`src/hdl/tdc_pkg.sv`:
```
`default_nettype none
package tdc_pkg;

	localparam int unsigned CFG_ADDR_W = 3;
	localparam int unsigned CFG_DATA_W = 16;

	localparam logic [CFG_ADDR_W-1:0] REG_HOLD_TICKS    = 3'd0;
	localparam logic [CFG_ADDR_W-1:0] REG_COLOR_RED     = 3'd1;
	localparam logic [CFG_ADDR_W-1:0] REG_COLOR_GREEN   = 3'd2;
	localparam logic [CFG_ADDR_W-1:0] REG_COLOR_BLUE    = 3'd3;
	localparam logic [CFG_ADDR_W-1:0] REG_RAMP_STEP     = 3'd4;
	localparam logic [CFG_ADDR_W-1:0] REG_RAMP_INTERVAL = 3'd5;
	localparam logic [CFG_ADDR_W-1:0] REG_FADE_INTERVAL = 3'd6;

	localparam logic [2:0] MODE_OFF      = 3'd0;
	localparam logic [2:0] MODE_FADE_ON  = 3'd1;
	localparam logic [2:0] MODE_ON       = 3'd2;
	localparam logic [2:0] MODE_FADE_OFF = 3'd3;
	localparam logic [2:0] MODE_BRIGHTER = 3'd4;

	localparam logic [6:0] LEVEL_MAX = 7'd100;

	// floor(x / 100) == (x * 5243) >> 19 for x <= 255 * 100
	localparam logic [19:0] RECIP_100  = 20'd5243;
	localparam int unsigned RECIP_SHIFT = 19;

	typedef struct packed {
		logic [15:0] hold_ticks;
		logic [7:0]  color_red;
		logic [7:0]  color_green;
		logic [7:0]  color_blue;
		logic [6:0]  ramp_step;
		logic [9:0]  ramp_interval;
		logic [7:0]  fade_interval;
	} cfg_t;

	typedef struct packed {
		logic       valid;
		logic [6:0] level;
		logic [2:0] mode;
	} stage_t;

endpackage
`default_nettype wire

```
`src/hdl/tdc_if.sv`:
```
`default_nettype none
interface tdc_in_if;
	logic valid;
	logic ready;
	logic touch;
	modport source (output valid, output touch, input ready);
	modport sink (input valid, input touch, output ready);
endinterface

interface tdc_out_if;
	logic       valid;
	logic       ready;
	logic [7:0] red_out;
	logic [7:0] green_out;
	logic [7:0] blue_out;
	logic [6:0] level_out;
	logic [2:0] mode_out;
	modport source (output valid, output red_out, output green_out, output blue_out,
		output level_out, output mode_out, input ready);
	modport sink (input valid, input red_out, input green_out, input blue_out,
		input level_out, input mode_out, output ready);
endinterface

interface tdc_cfg_if;
	logic                            valid;
	logic                            ready;
	logic [tdc_pkg::CFG_ADDR_W-1:0] addr;
	logic [tdc_pkg::CFG_DATA_W-1:0] wdata;
	modport source (output valid, output addr, output wdata, input ready);
	modport sink (input valid, input addr, input wdata, output ready);
endinterface
`default_nettype wire

```
`src/hdl/touch_dimmer_controller_top.sv`:
```
// Touch dimmer controller.
// tick:   one transfer per millisecond tick, carrying the sampled touch level.
// result: one transfer per tick with the scaled red/green/blue drive values,
//         the shown level in percent and the lamp mode.
// cfg:    register writes (addr 0..6: hold ticks, red, green, blue, ramp
//         step, ramp interval, fade interval); always ready. Write only while
//         no tick is in flight.
// The lamp state is updated in the cycle a tick is taken; its result passes
// through the state stage, the level factor stage and the color multiply
// stage. One tick per cycle is sustained while result.ready is high.
// When result.ready is low and the result register is full, the whole
// pipeline holds and tick.ready drops; nothing is lost or repeated.
// Reset clears the pipeline and puts the lamp off with set level 100 and the
// registers at their defaults.
`default_nettype none
module touch_dimmer_controller_top (
	input  wire       clk,
	input  wire       arst_n,
	tdc_in_if.sink    tick,
	tdc_out_if.source result,
	tdc_cfg_if.sink   cfg
);
	import tdc_pkg::*;

	cfg_t   regs;
	stage_t st_s1;
	logic   adv;
	logic   accept;

	assign adv        = !result.valid || result.ready;
	assign tick.ready = adv;
	assign accept     = tick.valid && adv;

	tdc_cfg u_cfg (
		.clk    (clk),
		.arst_n (arst_n),
		.cfg    (cfg),
		.regs   (regs)
	);

	tdc_state u_state (
		.clk    (clk),
		.arst_n (arst_n),
		.adv    (adv),
		.accept (accept),
		.touch  (tick.touch),
		.regs   (regs),
		.st_s1  (st_s1)
	);

	tdc_scale u_scale (
		.clk    (clk),
		.arst_n (arst_n),
		.adv    (adv),
		.st_s1  (st_s1),
		.regs   (regs),
		.result (result)
	);
endmodule
`default_nettype wire

```
`src/hdl/tdc_cfg.sv`:
```
`default_nettype none
module tdc_cfg (
	input  wire         clk,
	input  wire         arst_n,
	tdc_cfg_if.sink     cfg,
	output tdc_pkg::cfg_t regs
);
	import tdc_pkg::*;

	cfg_t regs_q;

	assign cfg.ready = 1'b1;
	assign regs      = regs_q;

	always_ff @(posedge clk or negedge arst_n) begin
		if (!arst_n) begin
			regs_q.hold_ticks    <= 16'd2000;
			regs_q.color_red     <= 8'd255;
			regs_q.color_green   <= 8'd100;
			regs_q.color_blue    <= 8'd0;
			regs_q.ramp_step     <= 7'd5;
			regs_q.ramp_interval <= 10'd100;
			regs_q.fade_interval <= 8'd2;
		end else if (cfg.valid) begin
			case (cfg.addr)
				REG_HOLD_TICKS:    regs_q.hold_ticks    <= cfg.wdata;
				REG_COLOR_RED:     regs_q.color_red     <= cfg.wdata[7:0];
				REG_COLOR_GREEN:   regs_q.color_green   <= cfg.wdata[7:0];
				REG_COLOR_BLUE:    regs_q.color_blue    <= cfg.wdata[7:0];
				REG_RAMP_STEP:     regs_q.ramp_step     <= cfg.wdata[6:0];
				REG_RAMP_INTERVAL: regs_q.ramp_interval <= cfg.wdata[9:0];
				REG_FADE_INTERVAL: regs_q.fade_interval <= cfg.wdata[7:0];
				default: ;
			endcase
		end
	end
endmodule
`default_nettype wire

```
`src/hdl/tdc_state.sv`:
```
`default_nettype none
module tdc_state (
	input  wire            clk,
	input  wire            arst_n,
	input  wire            adv,
	input  wire            accept,
	input  wire            touch,
	input  tdc_pkg::cfg_t  regs,
	output tdc_pkg::stage_t st_s1
);
	import tdc_pkg::*;

	logic [2:0]  mode_q;
	logic [6:0]  set_level_q;
	logic [6:0]  fade_level_q;
	logic        last_touch_q;
	logic [15:0] press_ticks_q;
	logic        press_active_q;
	logic [9:0]  step_timer_q;
	stage_t      st_s1_q;

	logic [2:0]  mode_d;
	logic [6:0]  set_level_d;
	logic [6:0]  fade_level_d;
	logic [15:0] press_ticks_d;
	logic        press_active_d;
	logic [9:0]  step_timer_d;
	logic [9:0]  timer_inc;
	logic [7:0]  bright_sum;
	logic        rising;
	logic        falling;
	logic        long_press;
	logic [6:0]  level_d;

	assign st_s1 = st_s1_q;

	always_comb begin
		mode_d         = mode_q;
		set_level_d    = set_level_q;
		fade_level_d   = fade_level_q;
		press_ticks_d  = press_ticks_q;
		press_active_d = press_active_q;
		step_timer_d   = step_timer_q;
		timer_inc      = step_timer_q + 10'd1;
		rising         = touch && !last_touch_q;
		falling        = !touch && last_touch_q;
		bright_sum     = 8'd0;
		level_d        = 7'd0;

		case (mode_q)
			MODE_FADE_ON, MODE_FADE_OFF: begin
				step_timer_d = timer_inc;
				if (timer_inc >= {2'b00, regs.fade_interval}) begin
					step_timer_d = 10'd0;
					if (mode_q == MODE_FADE_ON) begin
						if (fade_level_q < LEVEL_MAX)
							fade_level_d = fade_level_q + 7'd1;
						if (fade_level_d >= set_level_q)
							mode_d = MODE_ON;
					end else begin
						if (fade_level_q != 7'd0)
							fade_level_d = fade_level_q - 7'd1;
						if (fade_level_d == 7'd0)
							mode_d = MODE_OFF;
					end
				end
			end
			MODE_BRIGHTER: begin
				step_timer_d = timer_inc;
				if (timer_inc >= regs.ramp_interval) begin
					step_timer_d = 10'd0;
					bright_sum   = {1'b0, set_level_q} + {1'b0, regs.ramp_step};
					set_level_d  = (bright_sum > {1'b0, LEVEL_MAX}) ? 7'd0 : bright_sum[6:0];
				end
			end
			default: ;
		endcase

		if (rising) begin
			press_active_d = 1'b1;
			press_ticks_d  = 16'd0;
		end else if (press_active_q && press_ticks_q != 16'hFFFF) begin
			press_ticks_d = press_ticks_q + 16'd1;
		end

		long_press = press_ticks_d >= regs.hold_ticks;

		if (falling && press_active_d) begin
			if (mode_d == MODE_BRIGHTER || long_press) begin
				mode_d = MODE_ON;
			end else if (mode_d == MODE_OFF) begin
				mode_d       = MODE_FADE_ON;
				fade_level_d = 7'd0;
				step_timer_d = 10'd0;
			end else if (mode_d == MODE_ON) begin
				mode_d       = MODE_FADE_OFF;
				fade_level_d = set_level_d;
				step_timer_d = 10'd0;
			end
			press_active_d = 1'b0;
			press_ticks_d  = 16'd0;
		end else if (press_active_d && touch && mode_d == MODE_ON && long_press) begin
			mode_d       = MODE_BRIGHTER;
			step_timer_d = 10'd0;
			bright_sum   = {1'b0, set_level_d} + {1'b0, regs.ramp_step};
			set_level_d  = (bright_sum > {1'b0, LEVEL_MAX}) ? 7'd0 : bright_sum[6:0];
		end

		case (mode_d)
			MODE_FADE_ON, MODE_FADE_OFF: level_d = fade_level_d;
			MODE_ON, MODE_BRIGHTER:      level_d = set_level_d;
			default:                     level_d = 7'd0;
		endcase
		if (level_d > LEVEL_MAX)
			level_d = LEVEL_MAX;
	end

	always_ff @(posedge clk or negedge arst_n) begin
		if (!arst_n) begin
			mode_q         <= MODE_OFF;
			set_level_q    <= LEVEL_MAX;
			fade_level_q   <= 7'd0;
			last_touch_q   <= 1'b0;
			press_ticks_q  <= 16'd0;
			press_active_q <= 1'b0;
			step_timer_q   <= 10'd0;
			st_s1_q        <= '0;
		end else begin
			if (accept) begin
				mode_q         <= mode_d;
				set_level_q    <= set_level_d;
				fade_level_q   <= fade_level_d;
				last_touch_q   <= touch;
				press_ticks_q  <= press_ticks_d;
				press_active_q <= press_active_d;
				step_timer_q   <= step_timer_d;
				st_s1_q.level  <= level_d;
				st_s1_q.mode   <= mode_d;
			end
			if (adv)
				st_s1_q.valid <= accept;
		end
	end
endmodule
`default_nettype wire

```
`src/hdl/tdc_scale.sv`:
```
`default_nettype none
module tdc_scale (
	input  wire             clk,
	input  wire             arst_n,
	input  wire             adv,
	input  tdc_pkg::stage_t st_s1,
	input  tdc_pkg::cfg_t   regs,
	tdc_out_if.source       result
);
	import tdc_pkg::*;

	stage_t      st_s2;
	logic [19:0] factor_s2;
	logic        valid_s3;
	logic [7:0]  red_s3;
	logic [7:0]  green_s3;
	logic [7:0]  blue_s3;
	logic [6:0]  level_s3;
	logic [2:0]  mode_s3;
	logic [27:0] red_prod;
	logic [27:0] green_prod;
	logic [27:0] blue_prod;

	assign red_prod   = {20'd0, regs.color_red}   * {8'd0, factor_s2};
	assign green_prod = {20'd0, regs.color_green} * {8'd0, factor_s2};
	assign blue_prod  = {20'd0, regs.color_blue}  * {8'd0, factor_s2};

	always_ff @(posedge clk or negedge arst_n) begin
		if (!arst_n) begin
			st_s2    <= '0;
			valid_s3 <= 1'b0;
		end else if (adv) begin
			st_s2    <= st_s1;
			valid_s3 <= st_s2.valid;
		end
	end

	always_ff @(posedge clk) begin
		if (adv) begin
			factor_s2   <= {13'd0, st_s1.level} * RECIP_100;
			red_s3      <= red_prod[RECIP_SHIFT+7:RECIP_SHIFT];
			green_s3    <= green_prod[RECIP_SHIFT+7:RECIP_SHIFT];
			blue_s3     <= blue_prod[RECIP_SHIFT+7:RECIP_SHIFT];
			level_s3    <= st_s2.level;
			mode_s3     <= st_s2.mode;
		end
	end

	assign result.valid     = valid_s3;
	assign result.red_out   = red_s3;
	assign result.green_out = green_s3;
	assign result.blue_out  = blue_s3;
	assign result.level_out = level_s3;
	assign result.mode_out  = mode_s3;
endmodule
`default_nettype wire
```
`src/flat_wrapper.sv`:
```
// flat-port wrapper written by rule: the top's interface ports become plain ports
module touch_dimmer_controller_top_flat import tdc_pkg::*;
  (clk, arst_n, tick_valid, tick_touch, tick_ready, result_valid, result_red_out, result_green_out, result_blue_out, result_level_out, result_mode_out, result_ready, cfg_valid, cfg_addr, cfg_wdata, cfg_ready);
  tdc_in_if tick_i ();
  tdc_out_if result_i ();
  tdc_cfg_if cfg_i ();
  input  wire clk;
  input  wire arst_n;
  input wire logic [$bits(tick_i.valid)-1:0] tick_valid;
  input wire logic [$bits(tick_i.touch)-1:0] tick_touch;
  output wire logic [$bits(tick_i.ready)-1:0] tick_ready;
  output wire logic [$bits(result_i.valid)-1:0] result_valid;
  output wire logic [$bits(result_i.red_out)-1:0] result_red_out;
  output wire logic [$bits(result_i.green_out)-1:0] result_green_out;
  output wire logic [$bits(result_i.blue_out)-1:0] result_blue_out;
  output wire logic [$bits(result_i.level_out)-1:0] result_level_out;
  output wire logic [$bits(result_i.mode_out)-1:0] result_mode_out;
  input wire logic [$bits(result_i.ready)-1:0] result_ready;
  input wire logic [$bits(cfg_i.valid)-1:0] cfg_valid;
  input wire logic [$bits(cfg_i.addr)-1:0] cfg_addr;
  input wire logic [$bits(cfg_i.wdata)-1:0] cfg_wdata;
  output wire logic [$bits(cfg_i.ready)-1:0] cfg_ready;
  assign tick_i.valid = tick_valid;
  assign tick_i.touch = tick_touch;
  assign tick_ready = tick_i.ready;
  assign result_valid = result_i.valid;
  assign result_red_out = result_i.red_out;
  assign result_green_out = result_i.green_out;
  assign result_blue_out = result_i.blue_out;
  assign result_level_out = result_i.level_out;
  assign result_mode_out = result_i.mode_out;
  assign result_i.ready = result_ready;
  assign cfg_i.valid = cfg_valid;
  assign cfg_i.addr = cfg_addr;
  assign cfg_i.wdata = cfg_wdata;
  assign cfg_ready = cfg_i.ready;
  touch_dimmer_controller_top u_core (.clk(clk), .arst_n(arst_n), .tick(tick_i), .result(result_i), .cfg(cfg_i));
endmodule
```
`config.mk`:
```
export PLATFORM = sky130hd
export DESIGN_NAME = touch_dimmer_controller_top_flat
export DESIGN_NICKNAME = d
export VERILOG_FILES = /design/src/hdl/tdc_pkg.sv /design/src/hdl/tdc_if.sv /design/src/hdl/touch_dimmer_controller_top.sv /design/src/hdl/tdc_cfg.sv /design/src/hdl/tdc_state.sv /design/src/hdl/tdc_scale.sv /design/src/flat_wrapper.sv
export SDC_FILE = /design/constraint.sdc
export NUM_CORES = 1
export LEC_CHECK = 0
export ABC_AREA = 1
export BUFFER_PORTS_ARGS = -buffer_cell sky130_fd_sc_hd__buf_2
export CAP_MARGIN = 20
export CORE_MARGIN = 2
export CORE_UTILIZATION = 40
export CTS_BUF_LIST = sky130_fd_sc_hd__clkbuf_16
export CTS_CLUSTER_DIAMETER = 120
export CTS_CLUSTER_SIZE = 40
export DETAILED_ROUTE_END_ITERATION = 7
export PLACE_DENSITY = 0.55
export SETUP_SLACK_MARGIN = 0.1
export SLEW_MARGIN = 15
export SYNTH_ARGS = -nofsm -noshare
export SYNTH_HDL_FRONTEND = slang
export SYNTH_SLANG_ARGS = --single-unit
export TNS_END_PERCENT = 5
```
`constraint.sdc`:
```
create_clock -name clk -period 6.56 [get_ports clk]
set_input_delay 1.64 -clock clk [delete_from_list [all_inputs] [get_ports clk]]
set_output_delay 1.64 -clock clk [all_outputs]
set_load 0.02 [all_outputs]
```
==> impl_metrics.env <==
export IMPL_run_status="complete, no violations"
export IMPL_final_antenna_net_count=0
export IMPL_postSynthRegisterBits=184
export IMPL_design_portCount=62
export IMPL_hold_path_class="register to register"
export IMPL_grt_start_max_net_pins=77
export IMPL_chipWidth_um=254
export IMPL_ys_warnings_count=0
export IMPL_finalWorstPathRequiredPeriod_ns=5.51
export IMPL_clock_skew_final_ns=0.0125
export IMPL_synth_top_cell_area_share_pct=27.1
export IMPL_detailedRoute_firstIterationViolations=1069
export IMPL_timing_max_cap_violations=0
export IMPL_synth_fp_nets=3711
export IMPL_num_antenna_cells=0
export IMPL_multi_input_area_um2=16900
export IMPL_drt_wl_total_mm=61.6
export IMPL_netlist_area_um2=24900
export IMPL_clock_tree_from_tritoncts="yes"
export IMPL_fin_ws_ns=1.05
export IMPL_placed_cell_area_um2=26100
export IMPL_worstPathArrival_ns=5.71
export IMPL_worstHoldStart="u_core.u_scale.st_s2[6]"
export IMPL_avgViaCountPerCell=4.98
export IMPL_timing_critical_path_required_ns=6.76
export IMPL_htreeDepth=4
export IMPL_sequential_area_share_after_synthesis_pct=19.7
export IMPL_crit_reg2reg_launch="u_core.u_scale.factor_s2[9]"
export IMPL_final_seq_area_um2=4910
export IMPL_globalRouteOverflowTotal=0
export IMPL_timing_final_crit_share_pct=84.0
export IMPL_final_design_area_no_fill_um2=26600
export IMPL_setup_tns_final_ns=0
export IMPL_detailed_place_hpwl_mm=47.6
export IMPL_final_max_slew_viol_count=0
export IMPL_cts_sinks=184
export IMPL_number_of_setup_buffers_added_after_cts=0
export IMPL_final_fill_count=6308
export IMPL_worstSetupStartpointType="register"
export IMPL_numCtsBuffers=17
export IMPL_area_growth_pct=6.90
export IMPL_report_final_hold_viol_count=0
export IMPL_worst_slew_pin_slew_ns=1.13
export IMPL_via_count=19673
export IMPL_mostFrequentLayoutCells="832 x nand2_1, 703 x inv_1, 337 x fa_1, 242 x ha_1, 141 x o21ai_0"
export IMPL_clk_pin_slew_ns=0.08
export IMPL_synthDistinctLibCells=58
export IMPL_first_global_vias=20502
export IMPL_floorplan_rows=91
export IMPL_start_util_pct=40.4
export IMPL_cts_hold_fix_buffers=0
export IMPL_rsz0062_at_grt="no"
export IMPL_synth_edf_count=54
export IMPL_crit_path_end_kind="register"
export IMPL_synth_top_cells_by_area="fa_1 27%, nand2_1 13%, ha_1 12%"
export IMPL_drt_drc_violations_left=0
export IMPL_critical_path_class="register to register"
export IMPL_design_final_nets=3705
export IMPL_globalRouteTotalUtil_pct=20.2
export IMPL_clock_tree_buffer_depth=2
export IMPL_detailedRoute_firstPassIterationCount=5
export IMPL_finalSetupViolations=0
export IMPL_post_place_ws_ns=1.09
export IMPL_clock_latency_ns=0.47
export IMPL_place_gp_congestion=0.863
export IMPL_timing_slew_headroom_pct=25.0
export IMPL_dieHeight_um=254
export IMPL_wire_length_of_the_first_global_routing_pass_mm=104
export IMPL_crit_fanout=24
export IMPL_max_freq_mhz=181
export IMPL_layout_drive_gt1_share_pct=6.55
export IMPL_worst_setup_path_startpoint="u_core.u_scale.factor_s2[9]"
export IMPL_synth_async_reset_ratio_pct=70.7
export IMPL_syn_inst=3107
export IMPL_mostFrequentLayoutCell="nand2_1"
export IMPL_floorplan_core_area_um2=61700
export IMPL_fin_hold_ws_ns=0.453
export IMPL_ctsRootBufferMaster="clkbuf_16"
export IMPL_port_buffers=60
export IMPL_antenna_violations_before_repair=1
export IMPL_routedWlPerCell_um=15.6
export IMPL_synthFlopType="dfrtp_1"
export IMPL_floorplan_die_area_um2=64300
export IMPL_cts_resized=0
export IMPL_synth_largest_area_cell="fa_1"
export IMPL_synthesis_area_per_instance_um2=8.02
-- critical path, stage by stage (launching register included) --
cell and delay, ns:
edfxtp_1 1.03, nand2_1 0.20, fa_1 0.57, inv_1 0.06, fa_1 0.50, fa_1 0.53, fa_1 0.49, ha_1 0.36
a21oi_1 0.21, nand2_1 0.08, a221oi_1 0.24, nand2_1 0.10, nand3_1 0.07, nand2_1 0.08, a21boi_0 0.41, o31ai_1 0.14
xor2_1 0.16
-- synthesized netlist by cell type, drive strengths merged, types with 2 or more instances --
library cell,number
o221ai,2
nand2,845
nand4,29
o31ai,11
dfrtp,104
edfxtp,54
a21oi,116
clkbuf,102
nor3,20
xnor2,18
a211oi,7
o21bai,6
a31oi,7
fa,337
a22o,2
o22ai,11
a21o,7
o21ai,153
o32ai,4
nor2,115
ha,242
xor2,56
dfstp,26
nor4,2
o211ai,11
nand3,69
nand3b,4
or2,2
inv,718
a221oi,3
buf,13
-- path summary, 6_finish.rpt --
path,to,slack [ns],cells past startpoint
min in group asynchronous,u_core.u_state.fade_level_q[0],1.21,1
min reg2reg,u_core.u_scale.result.level_out[3],0.45,0
max in group asynchronous,u_core.u_state.press_ticks_q[12],4.16,2
min,u_core.u_scale.result.level_out[3],0.45,0
max reg2reg,u_core.u_scale.result.red_out[6],1.05,16
max,u_core.u_scale.result.red_out[6],1.05,16
-- registers in the layout, indices dropped and copies added (netlist names), 3 cells and up --
name,flops
u_core.u_cfg.regs,65
u_core.u_scale.result.blue_out,8
u_core.u_scale.result.level_out,7
u_core.u_scale.result.red_out,8
u_core.u_scale.result.mode_out,3
u_core.u_state.step_timer_q,10
u_core.u_scale.result.green_out,8
u_core.u_state.set_level_q,7
u_core.u_state.press_ticks_q,16
u_core.u_scale.factor_s2,20
u_core.u_scale.st_s2,11
u_core.u_state.st_s1,11
u_core.u_state.fade_level_q,7
-- cells by family (layout without fill, tap and decap cells) --
group	count (synthesis)	after routing	synth area share, %
XOR/XNOR	74	74	2.60
adder cells (fa/ha/maj)	579	579	39.2
AND/OR/NAND/NOR	1087	1087	18.1
AO/OA/AOI/OAI	348	348	7.79
buffers and inverters	834	841	12.6
other	1	1	0.0150
flip-flops	184	184	19.7
-- per-stage QoR --
| step | std cells | utilization [%] |
|---|---|---|
| detailed placement | 3919 | 42.2 |
| floorplan | 3107 | - |
| CTS | 3951 | 43.2 |
| global route | 3951 | 43.2 |
| finish | 3951 | 43.2 |
| global placement | 3919 | 42.2 |
-- routing by layer --
layer	global-route usage, %	vias to the layer above	part of all wire [%]
met5	0	-	0
li1	-	9405	-
met1	26.7	9773	44
met3	2.03	71	4.3
met2	35.4	424	50
met4	5.31	0	1.8
-- final cells by class --
cell class                 instances  share of cell area [%]
clock buffer                      19                    1.78
clock inverter                    13                   0.423
inverter                         719                    10.1
multi-input combinational       2089                    63.3
sequential                       184                    18.4
tap                              837                    3.93
timing repair buffer              90                    2.00
Power is left out: the tool's default activity adds up to more than one toggle a clock period on the data nets, which glitch-free logic cannot reach.
